<file path="src/rtl/sfrc_pkg.sv">
`timescale 1ns / 1ps
// ----------------------------------------------------------------------------
// sfrc_pkg
// Shared types and constants of the spreading factor rate controller.
// ----------------------------------------------------------------------------
package sfrc_pkg;

   // SNR window
   localparam int SNR_WINDOW = 20;
   localparam int WIN_ADDR_W = (SNR_WINDOW > 1) ? $clog2(SNR_WINDOW) : 1;
   localparam int WIN_CNT_W  = $clog2(SNR_WINDOW + 1);
   localparam int SNR_W      = 10;
   localparam logic signed [SNR_W-1:0] SNR_FLOOR = -10'sd20;
   localparam int SNR_OFFSET = 10;
   localparam int SNR_STEP   = 3;

   // factor range
   localparam int          SF_W   = 3;
   localparam logic [2:0]  TOP_SF = 3'd5;

   // period evaluation
   localparam int         PERIOD_W       = 16;
   localparam logic [9:0] PERMILLE_SCALE = 10'd1000;
   localparam logic [5:0] HYST_PERMILLE  = 6'd50;

   // register indexes
   localparam logic [1:0] CSR_SF_MODE    = 2'd0;
   localparam logic [1:0] CSR_STATIC_SF  = 2'd1;
   localparam logic [1:0] CSR_PERIOD_LEN = 2'd2;
   localparam logic [1:0] CSR_TARGET     = 2'd3;

   // mode codes
   localparam logic [1:0] MODE_STATIC   = 2'd0;
   localparam logic [1:0] MODE_RELIABLE = 2'd1;
   localparam logic [1:0] MODE_WINDOW   = 2'd2;

   // sequencer states
   typedef enum logic [2:0] {
      ST_IDLE,
      ST_WRITE,
      ST_SCAN,
      ST_MAP,
      ST_APPLY,
      ST_EVAL
   } sfrc_state_type;

   // control from sequencer to period evaluator
   typedef struct packed {
      logic update;   // count this request
      logic commit;   // latch ratio flags of a closed period
      logic dlv;      // delivered at chosen factor
   } eval_ctl_type;

   // status from period evaluator
   typedef struct packed {
      logic closes;      // next counted request closes the period
      logic closed;      // last counted request closed the period
      logic ratio_low;
      logic ratio_high;
      logic below;       // closed period under target
   } eval_sts_type;

endpackage

</file>
<file path="src/rtl/sfrc_snr_ram.sv">
`timescale 1ns / 1ps
// ----------------------------------------------------------------------------
// sfrc_snr_ram
// Simple dual-port RAM, one write and one registered read per cycle.
// ----------------------------------------------------------------------------
module sfrc_snr_ram #(
   parameter int DEPTH  = 20,
   parameter int WIDTH  = 10,
   parameter int ADDR_W = 5
) (
   input  logic              clock,
   input  logic              wen,
   input  logic [ADDR_W-1:0] waddr,
   input  logic [WIDTH-1:0]  wdata,
   input  logic              ren,
   input  logic [ADDR_W-1:0] raddr,
   output logic [WIDTH-1:0]  rdata
);

   logic [WIDTH-1:0] mem_ff [DEPTH];
   logic [WIDTH-1:0] rdata_ff;

   // write port
   always_ff @(posedge clock) begin
      if (wen) begin
         mem_ff[waddr] <= wdata;
      end
   end

   // read port, registered
   always_ff @(posedge clock) begin
      if (ren) begin
         rdata_ff <= mem_ff[raddr];
      end
   end

   assign rdata = rdata_ff;

endmodule

</file>
<file path="src/rtl/sfrc_period_eval.sv">
`timescale 1ns / 1ps
// ----------------------------------------------------------------------------
// sfrc_period_eval
// Period counters and delivery ratio check by cross-multiplication.
// ----------------------------------------------------------------------------
module sfrc_period_eval (
   input  logic                         clock,
   input  logic                         reset,
   input  logic [sfrc_pkg::PERIOD_W-1:0] period_length,
   input  logic [9:0]                   target_permille,
   input  sfrc_pkg::eval_ctl_type       ctl,
   output sfrc_pkg::eval_sts_type       sts
);

   logic [15:0] items_ff, items_in;
   logic [15:0] succ_ff, succ_in;
   logic        low_ff, low_in;
   logic        high_ff, high_in;
   logic        closed_ff, closed_in;
   logic [26:0] got_ff, got_in;
   logic [26:0] lo_ff, lo_in;
   logic [27:0] hi_ff, hi_in;

   logic [16:0] plen;
   logic [16:0] next_items;
   logic [16:0] succ_next;
   logic        closes;
   logic [10:0] target_hi;
   logic        cmp_low;
   logic        cmp_high;

   // period close check, a zero length means 65536
   assign plen       = (period_length == '0) ? 17'h10000 : {1'b0, period_length};
   assign next_items = {1'b0, items_ff} + 17'd1;
   assign succ_next  = {1'b0, succ_ff} + {16'd0, ctl.dlv};
   assign closes     = (next_items >= plen);
   assign target_hi  = {1'b0, target_permille} + {5'd0, sfrc_pkg::HYST_PERMILLE};

   // compare of registered products
   assign cmp_low  = (got_ff < lo_ff);
   assign cmp_high = ({1'b0, got_ff} > hi_ff);

   // counters and products
   always_comb begin
      items_in  = items_ff;
      succ_in   = succ_ff;
      closed_in = closed_ff;
      got_in    = got_ff;
      lo_in     = lo_ff;
      hi_in     = hi_ff;
      if (ctl.update) begin
         closed_in = closes;
         got_in    = 27'(succ_next) * 27'(sfrc_pkg::PERMILLE_SCALE);
         lo_in     = 27'(target_permille) * 27'(next_items);
         hi_in     = 28'(target_hi) * 28'(next_items);
         if (closes) begin
            items_in = '0;
            succ_in  = '0;
         end else begin
            items_in = next_items[15:0];
            succ_in  = succ_next[15:0];
         end
      end
   end

   // ratio flags of the last closed period
   always_comb begin
      low_in  = low_ff;
      high_in = high_ff;
      if (ctl.commit && closed_ff) begin
         low_in  = cmp_low;
         high_in = cmp_high;
      end
   end

   always_ff @(posedge clock) begin
      if (reset) begin
         items_ff  <= '0;
         succ_ff   <= '0;
         low_ff    <= 1'b0;
         high_ff   <= 1'b0;
         closed_ff <= 1'b0;
      end else begin
         items_ff  <= items_in;
         succ_ff   <= succ_in;
         low_ff    <= low_in;
         high_ff   <= high_in;
         closed_ff <= closed_in;
      end
   end

   // products carry no reset
   always_ff @(posedge clock) begin
      got_ff <= got_in;
      lo_ff  <= lo_in;
      hi_ff  <= hi_in;
   end

   assign sts.closes     = closes;
   assign sts.closed     = closed_ff;
   assign sts.ratio_low  = low_ff;
   assign sts.ratio_high = high_ff;
   assign sts.below      = closed_ff & cmp_low;

endmodule

</file>
<file path="src/rtl/spreading_factor_rate_controller_core.sv">
`timescale 1ns / 1ps
// Sequence: static, reliability, warmup and after-miss cases pass IDLE, WRITE,
//   APPLY and EVAL; a walk of the window maximum adds SCAN and MAP after WRITE.
// Overlap: a new request is taken only after the last result is loaded; it is
//   taken while that result waits in the output register.
// Reset: synchronous; control and configuration registers to defaults, counters
//   cleared, SNR memory contents not cleared (no clearing pass).
// ----------------------------------------------------------------------------
// spreading_factor_rate_controller_core
// Picks a spreading factor per packet record in static, reliability stepping
// or SNR window mode and reports delivery, packet weights and period status.
// ----------------------------------------------------------------------------
module spreading_factor_rate_controller_core (
   input  logic        clock,
   input  logic        reset,
   // configuration
   input  logic        csr_wen,
   input  logic [1:0]  csr_index,
   input  logic [15:0] csr_wdata,
   // request channel
   input  logic        req_tvalid,
   output logic        req_tready,
   input  logic [23:0] req_tdata,   // signal_level[8:0], noise_level[17:9], success_map[23:18]
   // result channel
   output logic        rsp_tvalid,
   input  logic        rsp_tready,
   output logic [15:0] rsp_tdata,   // chosen_sf[2:0], delivered[3], delivered_packets[8:4],
                                    // best_packets[13:9], below_target[14], zero[15]
   output logic        rsp_tlast    // period_end
);

   localparam int AW = sfrc_pkg::WIN_ADDR_W;
   localparam int CW = sfrc_pkg::WIN_CNT_W;

   // configuration registers
   logic [1:0]  sf_mode_ff;
   logic [2:0]  static_sf_ff;
   logic [15:0] period_length_ff;
   logic [9:0]  target_ff;

   // sequencer and item state
   sfrc_pkg::sfrc_state_type state_ff, state_in;
   logic [2:0]                sf_ff, sf_in;
   logic                      prev_dlv_ff, prev_dlv_in;
   logic [8:0]                held_sig_ff, held_sig_in;
   logic [8:0]                held_noise_ff, held_noise_in;
   logic [5:0]                map_ff, map_in;
   logic [AW-1:0]             win_pos_ff, win_pos_in;
   logic [CW-1:0]             warmup_ff, warmup_in;
   logic [CW-1:0]             scan_cnt_ff, scan_cnt_in;
   logic                      rd_vld_ff, rd_vld_in;
   logic                      rd_last_ff, rd_last_in;
   logic signed [sfrc_pkg::SNR_W-1:0] max_ff, max_in;

   // output register
   logic        rsp_vld_ff, rsp_vld_in;
   logic [15:0] rsp_data_ff, rsp_data_in;
   logic        rsp_last_ff, rsp_last_in;

   // sequencer outputs
   logic                    accept;
   logic                    ram_wen;
   logic                    ram_ren;
   logic                    out_load;
   sfrc_pkg::eval_ctl_type  eval_ctl;
   sfrc_pkg::eval_sts_type  eval_sts;

   logic [sfrc_pkg::SNR_W-1:0] ram_rdata;
   logic [sfrc_pkg::SNR_W-1:0] snr;
   logic                       scan_go;
   logic                       out_free;
   logic                       dlv;
   logic [4:0]                 dlv_pkts;
   logic [4:0]                 best_pkts;
   logic [2:0]                 step_sf;

   // packet weight per factor index
   function automatic logic [4:0] pkt_weight(input logic [2:0] idx);
      logic [4:0] w;
      case (idx)
         3'd0:    w = 5'd20;
         3'd1:    w = 5'd12;
         3'd2:    w = 5'd7;
         3'd3:    w = 5'd4;
         3'd4:    w = 5'd2;
         3'd5:    w = 5'd1;
         default: w = 5'd0;
      endcase
      return w;
   endfunction

   // window maximum to factor: (max + offset) / step against a threshold ladder
   function automatic logic [2:0] map_snr(input logic signed [sfrc_pkg::SNR_W-1:0] m);
      logic signed [sfrc_pkg::SNR_W:0] v;
      logic [2:0]                      r;
      v = {m[sfrc_pkg::SNR_W-1], m} + (sfrc_pkg::SNR_W+1)'(sfrc_pkg::SNR_OFFSET);
      r = 3'd0;
      for (int i = int'(sfrc_pkg::TOP_SF) - 1; i >= 0; i--) begin
         if (v < $signed((sfrc_pkg::SNR_W+1)'((i + 1) * sfrc_pkg::SNR_STEP))) begin
            r = 3'(int'(sfrc_pkg::TOP_SF) - i);
         end
      end
      return r;
   endfunction

   // configuration writes
   always_ff @(posedge clock) begin
      if (reset) begin
         sf_mode_ff       <= sfrc_pkg::MODE_WINDOW;
         static_sf_ff     <= 3'd5;
         period_length_ff <= 16'd300;
         target_ff        <= 10'd800;
      end else if (csr_wen) begin
         case (csr_index)
            sfrc_pkg::CSR_SF_MODE:    sf_mode_ff       <= csr_wdata[1:0];
            sfrc_pkg::CSR_STATIC_SF:  static_sf_ff     <= csr_wdata[2:0];
            sfrc_pkg::CSR_PERIOD_LEN: period_length_ff <= csr_wdata;
            sfrc_pkg::CSR_TARGET:     target_ff        <= csr_wdata[9:0];
            default: ;
         endcase
      end
   end

   assign snr      = {held_sig_ff[8], held_sig_ff} - {held_noise_ff[8], held_noise_ff};
   assign scan_go  = (sf_mode_ff == sfrc_pkg::MODE_WINDOW) && prev_dlv_ff &&
                     (warmup_ff >= CW'(sfrc_pkg::SNR_WINDOW));
   assign out_free = !rsp_vld_ff || rsp_tready;

   // delivery and weights at the chosen factor
   always_comb begin
      dlv       = map_ff[sf_ff];
      dlv_pkts  = dlv ? pkt_weight(sf_ff) : 5'd0;
      best_pkts = 5'd0;
      for (int k = 5; k >= 0; k--) begin
         if (map_ff[k]) begin
            best_pkts = pkt_weight(3'(k));
         end
      end
   end

   // reliability stepping at a period close
   always_comb begin
      step_sf = sf_ff;
      if (eval_sts.closes) begin
         if (eval_sts.ratio_low && (step_sf < sfrc_pkg::TOP_SF)) begin
            step_sf = step_sf + 3'd1;
         end
         if (eval_sts.ratio_high && (step_sf != 3'd0)) begin
            step_sf = step_sf - 3'd1;
         end
      end
   end

   // next state
   always_comb begin
      state_in = state_ff;
      case (state_ff)
         sfrc_pkg::ST_IDLE:  if (req_tvalid) state_in = sfrc_pkg::ST_WRITE;
         sfrc_pkg::ST_WRITE: state_in = scan_go ? sfrc_pkg::ST_SCAN : sfrc_pkg::ST_APPLY;
         sfrc_pkg::ST_SCAN:  if (rd_last_ff) state_in = sfrc_pkg::ST_MAP;
         sfrc_pkg::ST_MAP:   state_in = sfrc_pkg::ST_APPLY;
         sfrc_pkg::ST_APPLY: state_in = sfrc_pkg::ST_EVAL;
         sfrc_pkg::ST_EVAL:  if (out_free) state_in = sfrc_pkg::ST_IDLE;
         default:            state_in = sfrc_pkg::ST_IDLE;
      endcase
   end

   // sequencer outputs
   always_comb begin
      req_tready      = 1'b0;
      ram_wen         = 1'b0;
      ram_ren         = 1'b0;
      out_load        = 1'b0;
      eval_ctl.update = 1'b0;
      eval_ctl.commit = 1'b0;
      eval_ctl.dlv    = dlv;
      case (state_ff)
         sfrc_pkg::ST_IDLE:  req_tready = 1'b1;
         sfrc_pkg::ST_WRITE: ram_wen = (sf_mode_ff == sfrc_pkg::MODE_WINDOW);
         sfrc_pkg::ST_SCAN:  ram_ren = (scan_cnt_ff < CW'(sfrc_pkg::SNR_WINDOW));
         sfrc_pkg::ST_APPLY: eval_ctl.update = 1'b1;
         sfrc_pkg::ST_EVAL: begin
            eval_ctl.commit = 1'b1;
            out_load        = out_free;
         end
         default: ;
      endcase
   end

   assign accept = req_tvalid && req_tready;

   // item datapath
   always_comb begin
      sf_in         = sf_ff;
      prev_dlv_in   = prev_dlv_ff;
      held_sig_in   = held_sig_ff;
      held_noise_in = held_noise_ff;
      map_in        = map_ff;
      win_pos_in    = win_pos_ff;
      warmup_in     = warmup_ff;
      scan_cnt_in   = scan_cnt_ff;
      rd_vld_in     = 1'b0;
      rd_last_in    = 1'b0;
      max_in        = max_ff;

      // capture request; levels held while the last packet failed
      if (accept) begin
         map_in = req_tdata[23:18];
         if (prev_dlv_ff) begin
            held_sig_in   = req_tdata[8:0];
            held_noise_in = req_tdata[17:9];
         end
      end

      // factor selection without the window walk
      if (state_ff == sfrc_pkg::ST_WRITE) begin
         win_pos_in = (win_pos_ff == AW'(sfrc_pkg::SNR_WINDOW - 1)) ? '0 :
                      win_pos_ff + AW'(1);
         if (warmup_ff < CW'(sfrc_pkg::SNR_WINDOW)) begin
            warmup_in = warmup_ff + CW'(1);
         end
         scan_cnt_in = '0;
         max_in      = sfrc_pkg::SNR_FLOOR;
         case (sf_mode_ff)
            sfrc_pkg::MODE_STATIC:
               sf_in = (static_sf_ff > sfrc_pkg::TOP_SF) ? sfrc_pkg::TOP_SF : static_sf_ff;
            sfrc_pkg::MODE_RELIABLE:
               sf_in = step_sf;
            sfrc_pkg::MODE_WINDOW:
               if (!prev_dlv_ff && (sf_ff < sfrc_pkg::TOP_SF)) begin
                  sf_in = sf_ff + 3'd1;
               end
            default: ;
         endcase
      end

      // window walk: issue one read a cycle, fold returned data
      if (state_ff == sfrc_pkg::ST_SCAN) begin
         if (ram_ren) begin
            scan_cnt_in = scan_cnt_ff + CW'(1);
            rd_last_in  = (scan_cnt_ff == CW'(sfrc_pkg::SNR_WINDOW - 1));
         end
         rd_vld_in = ram_ren;
         if (rd_vld_ff && ($signed(ram_rdata) > max_ff)) begin
            max_in = $signed(ram_rdata);
         end
      end

      if (state_ff == sfrc_pkg::ST_MAP) begin
         sf_in = map_snr(max_ff);
      end

      if (state_ff == sfrc_pkg::ST_APPLY) begin
         prev_dlv_in = dlv;
      end
   end

   // output register
   always_comb begin
      rsp_vld_in  = rsp_vld_ff;
      rsp_data_in = rsp_data_ff;
      rsp_last_in = rsp_last_ff;
      if (rsp_vld_ff && rsp_tready) begin
         rsp_vld_in = 1'b0;
      end
      if (out_load) begin
         rsp_vld_in  = 1'b1;
         rsp_data_in = {1'b0, eval_sts.below, best_pkts, dlv_pkts, dlv, sf_ff};
         rsp_last_in = eval_sts.closed;
      end
   end

   // control registers
   always_ff @(posedge clock) begin
      if (reset) begin
         state_ff      <= sfrc_pkg::ST_IDLE;
         sf_ff         <= 3'd0;
         prev_dlv_ff   <= 1'b1;
         held_sig_ff   <= '0;
         held_noise_ff <= '0;
         win_pos_ff    <= '0;
         warmup_ff     <= '0;
         scan_cnt_ff   <= '0;
         rd_vld_ff     <= 1'b0;
         rd_last_ff    <= 1'b0;
         rsp_vld_ff    <= 1'b0;
      end else begin
         state_ff      <= state_in;
         sf_ff         <= sf_in;
         prev_dlv_ff   <= prev_dlv_in;
         held_sig_ff   <= held_sig_in;
         held_noise_ff <= held_noise_in;
         win_pos_ff    <= win_pos_in;
         warmup_ff     <= warmup_in;
         scan_cnt_ff   <= scan_cnt_in;
         rd_vld_ff     <= rd_vld_in;
         rd_last_ff    <= rd_last_in;
         rsp_vld_ff    <= rsp_vld_in;
      end
   end

   // payload registers
   always_ff @(posedge clock) begin
      map_ff      <= map_in;
      max_ff      <= max_in;
      rsp_data_ff <= rsp_data_in;
      rsp_last_ff <= rsp_last_in;
   end

   // SNR window memory
   sfrc_snr_ram #(
      .DEPTH  (sfrc_pkg::SNR_WINDOW),
      .WIDTH  (sfrc_pkg::SNR_W),
      .ADDR_W (AW)
   ) u_snr_ram (
      .clock (clock),
      .wen   (ram_wen),
      .waddr (win_pos_ff),
      .wdata (snr),
      .ren   (ram_ren),
      .raddr (scan_cnt_ff[AW-1:0]),
      .rdata (ram_rdata)
   );

   // period counters and ratio flags
   sfrc_period_eval u_period_eval (
      .clock           (clock),
      .reset           (reset),
      .period_length   (period_length_ff),
      .target_permille (target_ff),
      .ctl             (eval_ctl),
      .sts             (eval_sts)
   );

   assign rsp_tvalid = rsp_vld_ff;
   assign rsp_tdata  = rsp_data_ff;
   assign rsp_tlast  = rsp_last_ff;

endmodule
</file>
<file path="config.mk">
export PLATFORM = sky130hd
export DESIGN_NAME = spreading_factor_rate_controller_core
export DESIGN_NICKNAME = d
export VERILOG_FILES = /design/src/rtl/sfrc_pkg.sv /design/src/rtl/sfrc_snr_ram.sv /design/src/rtl/sfrc_period_eval.sv /design/src/rtl/spreading_factor_rate_controller_core.sv
export SDC_FILE = /design/constraint.sdc
export NUM_CORES = 2
export LEC_CHECK = 0
export CORE_ASPECT_RATIO = 1.1
export CORE_UTILIZATION = 55
export DETAILED_ROUTE_END_ITERATION = 8
export DONT_BUFFER_PORTS = 1
export PLACE_DENSITY = 0.78
export SYNTH_ARGS = -nofsm -noshare
export SYNTH_HDL_FRONTEND = slang
export SYNTH_SLANG_ARGS = --single-unit
</file>
<file path="constraint.sdc">
create_clock -name clock -period 9.1 [get_ports clock]
set_input_delay 0.455 -clock clock [delete_from_list [all_inputs] [get_ports clock]]
set_output_delay 0.455 -clock clock [all_outputs]
set_load 0.005 [all_outputs]
</file>
Word level (Yosys, flattened, before mapping)
Memories as Yosys holds them, arrays and structs flattened. A register that Yosys moved wholly into a read port is not among the register bits.
Cells that the tools add are included.
- bits of input ports: 47
- register bits: 220
- RAM bits: 200
- output and inout bits: 19
- memories kept: 1
- multipliers: 3
- muxes and demuxes: 47
- add/sub/neg operators: 10
- bitwise logic cells: 3
- equal/unequal tests: 22
- $lt $le $gt $ge: 15
- reductions and logical operators: 33
- memory list (memory ; depth ; width ; rd ports ; clocked after Yosys merged registers in ; write ports ; RTL line ; text):
    u_snr_ram.mem_ff ; 20 ; 10 ; 1 ; 1 ; 1 ; sfrc_snr_ram.sv:20 ; logic [WIDTH-1:0] mem_ff [DEPTH];
- operator list (cell ; count):
    two-way mux 3 bit ; 16
    two-way mux 5 bit ; 8
    less-than comparator 11 x 5 -> 1 bit, second input constant ; 3
    two-way mux 16 bit ; 2
    two-way mux 10 bit ; 3
    case mux 5 bit (6 select lines) ; 1
    greater-than comparator 27 x 28 -> 1 bit ; 1
    multiplier 11 x 17 -> 28 bit ; 1
    less-than comparator 27 bit ; 1
    multiplier 10 x 17 -> 27 bit ; 1
    multiplier 17 x 7 -> 24 bit, second input constant ; 1
    case mux 3 bit (6 select lines) ; 1
    adder 16 x 1 -> 17 bit ; 1
    adder 16 x 1 -> 17 bit, second input constant ; 1
    >= comparator 17 bit ; 1
    two-way mux 17 bit ; 1
    zero test 16 bit ; 1
    adder 5 x 1 -> 5 bit, second input constant ; 3
    two-way mux 1 bit ; 13
    equality test 3 x 2 -> 1 bit, second input constant ; 4
    equality test 3 bit, second input constant ; 4
    AND reduction 2 bit ; 6
    adder 10 x 5 -> 11 bit, second input constant ; 1
    adder 10 x 6 -> 11 bit, second input constant ; 1
    35 further kinds ; 57

Longest topological paths before layout
- depth after elaboration: 11
- depth in mapped cells: 30
- gate-level depth less buffers: 28

Cells and area by module
From an unflattened synthesis, not the netlist that was laid out.
- cells, all modules: 3197
- area total of the unflattened synthesis: 33682.3 µm²
- by module, submodules not included (module ; instances ; seq. area each (µm²) ; cells an instance ; area each (µm²)):
    sfrc_period_eval ; 1 ; 3042.9 ; 2166 ; 20024.2
    sfrc_snr_ram ; 1 ; 6306.0 ; 396 ; 8195.4
    spreading_factor_rate_controller_core ; 1 ; 2342.2 ; 635 ; 5462.7

Worst setup path before layout
Ideal clock, no wire load.
- path kind: flip-flop to flip-flop
- start point: reg sf_ff[0]
- end point: reg u_period_eval.got_ff[26] (data pin)
- arrival: 6.442 ns
- library setup time: 0.260 ns
- cell stages (with the launch flop): 28
- path buffers: 2
- setup slack: 2.398 ns
- cells stage by stage: dfxtp_1 > buf_2 > mux2_2 > a31oi_1 > inv_1 > ha_1 > ha_1 > and3_1 > buf_2 > nand2_1 > nor2_1 > xor2_1 > inv_1 > fa_1 > inv_1 > fa_1 > inv_1 > fa_1 > fa_1 > inv_1 > ha_1 > o21ai_0 > or2b_1 > and4_1 > a21bo_2 > a21o_1 > a21oi_1 > xnor2_1
- cells in the longest elaborated chain, start to end: 4
- ends and longest elaborated chain (item ; RTL line ; text):
    from (decl) ; spreading_factor_rate_controller_core.sv:43 ; logic [2:0] sf_ff, sf_in;
    from (signal assigned) ; spreading_factor_rate_controller_core.sv:289 ; sf_ff <= sf_in;
    binary-select mux 1 bit (select 3 bit) ; spreading_factor_rate_controller_core.sv:131 ; dlv = map_ff[sf_ff];
    two-way mux 1 bit (implied by the code) ; spreading_factor_rate_controller_core.sv:131 ;
    net dlv ; spreading_factor_rate_controller_core.sv:72 ; logic dlv;
    adder 16 x 1 -> 17 bit ; sfrc_period_eval.sv:35 ; assign succ_next = {1'b0, succ_ff} + {16'd0, ctl.dlv};
    multiplier 17 x 7 -> 24 bit ; sfrc_period_eval.sv:53 ; got_in = 27'(succ_next) * 27'(sfrc_pkg::PERMILLE_SCALE);
    to (signal assigned) ; sfrc_period_eval.sv:94 ; got_ff <= got_in;
    to (decl) ; sfrc_period_eval.sv:20 ; logic [26:0] got_ff, got_in;
The timed path passes the listed nets, and every way through them passes these cells. The select of a mux whose other input is x is not followed.
A chain may end at the register's enable or synchronous reset.

Final worst setup path
- start point: reg target_ff[2]
- end point: reg u_period_eval.hi_ff[27] (data pin)
- cells in the longest elaborated chain, start to end: 2
- ends and longest elaborated chain (item ; RTL line ; text):
    from (decl) ; spreading_factor_rate_controller_core.sv:39 ; logic [9:0] target_ff;
    from (signal assigned) ; spreading_factor_rate_controller_core.sv:118 ; sfrc_pkg::CSR_TARGET: target_ff <= csr_wdata[9:0];
    adder 10 x 6 -> 11 bit ; sfrc_period_eval.sv:37 ; assign target_hi = {1'b0, target_permille} + {5'd0, sfrc_pkg::HYST_PERMILLE};
    multiplier 11 x 17 -> 28 bit ; sfrc_period_eval.sv:55 ; hi_in = 28'(target_hi) * 28'(next_items);
    to (signal assigned) ; sfrc_period_eval.sv:96 ; hi_ff <= hi_in;
    to (decl) ; sfrc_period_eval.sv:22 ; logic [27:0] hi_ff, hi_in;
No other way between the ends.

==> metrics.cfg <==
[floorplanning]
rows=94
start_util=0.557
dieArea_um2=61600
die_w_um=237
ios=66
die_h_um=260
core-area_um2=59900

[global_routing]
grt_pass1_wl_um=128000
grt-ovfl-total=0
antenna_found_initial=2
grt_pass1_vias=23800
grt_use_total=0.267
grt_max_degree=91

[yosys]
syn_nets=3794
avgSynthCellArea_um2=10.6
yosysUniqueCellTypes=79
syn-cell-area_um2=33300
synth_edf_count=310
synth_ff_type=edfxtp_1
yosys_warnings=0
ys_seq_area_frac=0.351
syn_inst=3144
synth-async-reset-ratio=0
synth-seq-cells=429

[timing]
hold_slack_ns=0.0212
finalSetupTns_ns=0
fin_crit_sh=0.845
finalSetupViolCount=0
tightest_slew_ns=1.35
timing.fmax_mhz=130
rsz0062_at_grt=false
hold_viol=0
finalClockSkew_ns=0.0453
slew_headroom=0.0979
period_needed_ns=7.69
drv_slew=0

[clock_tree]
cts-htree-levels=2
clock_sinks=429
clk_path_buf_depth=3
cts_made_buffers=46
cts_tree=built
clk_pin_slew_ns=0.07
post_cts_resized=0
clock_latency_ns=0.61
cts_root_buf=clkbuf_16

[drt]
vias=22900
ant_nets=0
via_per_inst=5.79
route.detailed.drc=0
drt_iter0_markers=1611
wirelength_um=78900
drtPass1Iterations=7
wire_per_inst_um=19.9

[layout]
syn_to_final_growth_pct=8.47
finalNetCount=3808
drive_above_1_share=0.0707
final_design_area_no_fill_um2=36100
final_cell_mix=504 x inv_1, 365 x nand2_1, 311 x fa_1
fillCellCount=4628
final_common_cell=inv_1

[placement]
dp_hpwl_um=55900
gp_congestion=0.969
dpl_cell_area_um2=34100
io_buffers=0

[worst_setup_path]
required_ns=9.57
worst_r2r_endpoint=u_period_eval.hi_ff[27]$_DFFE_PP_
crit_chain=ha_1 > a21oi_1 > a21boi_0 > xor2_1 > nand2_1 > fa_1 > fa_1 > inv_1 > fa_1 > fa_1 > inv_1 > fa_1 > inv_1 > ha_1 > a21o_1 > a21oi_1 > o21a_1 > nand2_1 > a21oi_2 > o21ai_0 > or4_1 > nand3_1
worstPathMaxFanout=20
cp_num_buf_inv=3
rr_startpoint=target_ff[2]$_SDFFE_PP0P_
crit_path_start=target_ff[2]$_SDFFE_PP0P_
reg2reg_depth=22
critical_path_arrival_ns=8.15
critPathTopFamily=adder cells
slowest_delay_ns=0.88
reg2reg_setup_slack_ns=1.41
cp_slowest_cell=dfxtp_1
criticalPathCategory=flop to flop
cp-end-kind=flop
critPathLaunchType=flop
crit_path_frequent_cell=fa_1

[power_and_ir_drop]
powerDensity_nw_per_um2=132
fin_total_pwr_mw=4.78
p_leak_nw=16.4
peakVddDrop_v=0.000218

[hold_path]
worstHoldEndpoint=period_length_ff[10]$_SDFFE_PP0P_
min_path_type=primary input to flop
hold_start=csr_wdata[10]
min_path_cells=2

[run]
maxCapViolCount=0

[status]
status=finished clean

## kinds of logic (layout without fill, tap and decap cells)
| logic type | count (synthesis) | count (layout) | synth area share |
|---|---|---|---|
| and+or+nand+nor | 881 | 881 | 0.123 |
| adders and majority gates | 603 | 603 | 0.296 |
| other | 1 | 2 | 0.000113 |
| buffers and inverters | 622 | 673 | 0.0711 |
| AOI/OAI and AO/OA | 401 | 401 | 0.0765 |
| xor gates and xnor gates | 112 | 112 | 0.0294 |
| DFF | 429 | 429 | 0.351 |
| muxes | 95 | 95 | 0.0523 |
## stage by stage
step                cells  worst slack (ns)  utilization
floorplan            3144              2.40            -
global placement     3838              1.70        0.570
detailed placement   3838              1.57        0.570
CTS                  3963              1.45        0.604
global route         3963             0.880        0.604
finish               3964              1.41        0.604
## cell type report
class | count | area [µm²] | share of cell area
sequential | 429 | 11700 | 0.324
tap | 768 | 961 | 0.0266
clock inverter | 30 | 393 | 0.0109
antenna | 1 | 2.50 | 0.0000692
timing repair buffer | 81 | 726 | 0.0201
clock buffer | 55 | 1190 | 0.0331
inverter | 507 | 1900 | 0.0527
multi-input combinational | 2093 | 19300 | 0.533
## registers in the layout, summed over array words and instances (netlist names), 6 cells and up
| name | flops |
|---|---|
| held_sig_ff | 9 |
| u_period_eval.items_ff | 16 |
| rsp_tdata | 15 |
| u_snr_ram.rdata | 10 |
| u_period_eval.succ_ff | 16 |
| u_snr_ram.mem_ff | 200 |
| u_period_eval.hi_ff | 28 |
| map_ff | 6 |
| held_noise_ff | 9 |
| u_period_eval.got_ff | 24 |
| u_period_eval.lo_ff | 26 |
| period_length_ff | 16 |
| target_ff | 10 |
| max_ff | 10 |
## worst max-delay path by stage
stage                                    endpoint  slack [ns]  cells after the start
2_1_floorplan  u_period_eval.got_ff[26]$_DFFE_PP_        2.40                     27
3_3_place_gp    u_period_eval.hi_ff[27]$_DFFE_PP_        1.70                     22
3_5_place_dp    u_period_eval.hi_ff[27]$_DFFE_PP_        1.57                     22
4_1_cts        u_period_eval.got_ff[26]$_DFFE_PP_        1.45                     26
5_1_grt        u_period_eval.got_ff[26]$_DFFE_PP_        0.88                     26
6_report        u_period_eval.hi_ff[27]$_DFFE_PP_        1.41                     22
## where the power goes
| group | switching, mW | internal (mW) | total (mW) |
|---|---|---|---|
| sequential | 0.0333 | 2.24 | 2.27 |
| clock | 0.831 | 1.15 | 1.98 |
| combinational | 0.355 | 0.170 | 0.526 |
## what timing repair did
item	CTS	global route
endpoints found under the hold margin	104	0
hold buffers	40	0
endpoints found under the setup margin	0	0
setup buffers	0	0
## cell usage after synthesis, types with 22 or more instances
master / instances / share of area
mux4_2: 61 / 0.041
nor2_1: 194 / 0.022
and3_1: 22 / 0.0041
xnor2_1: 61 / 0.016
inv_1: 505 / 0.057
a21o_1: 44 / 0.0099
nand3_1: 44 / 0.0066
a21oi_1: 149 / 0.022
dfxtp_1: 119 / 0.071
nor2b_1: 38 / 0.0071
o21ai_0: 71 / 0.011
fa_1: 311 / 0.19
o21a_1: 24 / 0.0054
clkbuf_1: 84 / 0.0095
nand4_1: 24 / 0.0045
nand2_1: 365 / 0.041
edfxtp_1: 310 / 0.28
ha_1: 292 / 0.11
nand2b_1: 27 / 0.0051
xor2_1: 51 / 0.013
and2_1: 84 / 0.016
mux2_2: 22 / 0.0074
## routing by layer
layer | GRT usage | part of all wire
met1 | 0.308 | 0.37
met2 | 0.470 | 0.51
met3 | 0.0445 | 0.061
met4 | 0.155 | 0.064
met5 | 0 | 0.00018
No activity file was read; power rests on OpenSTA's default activity.
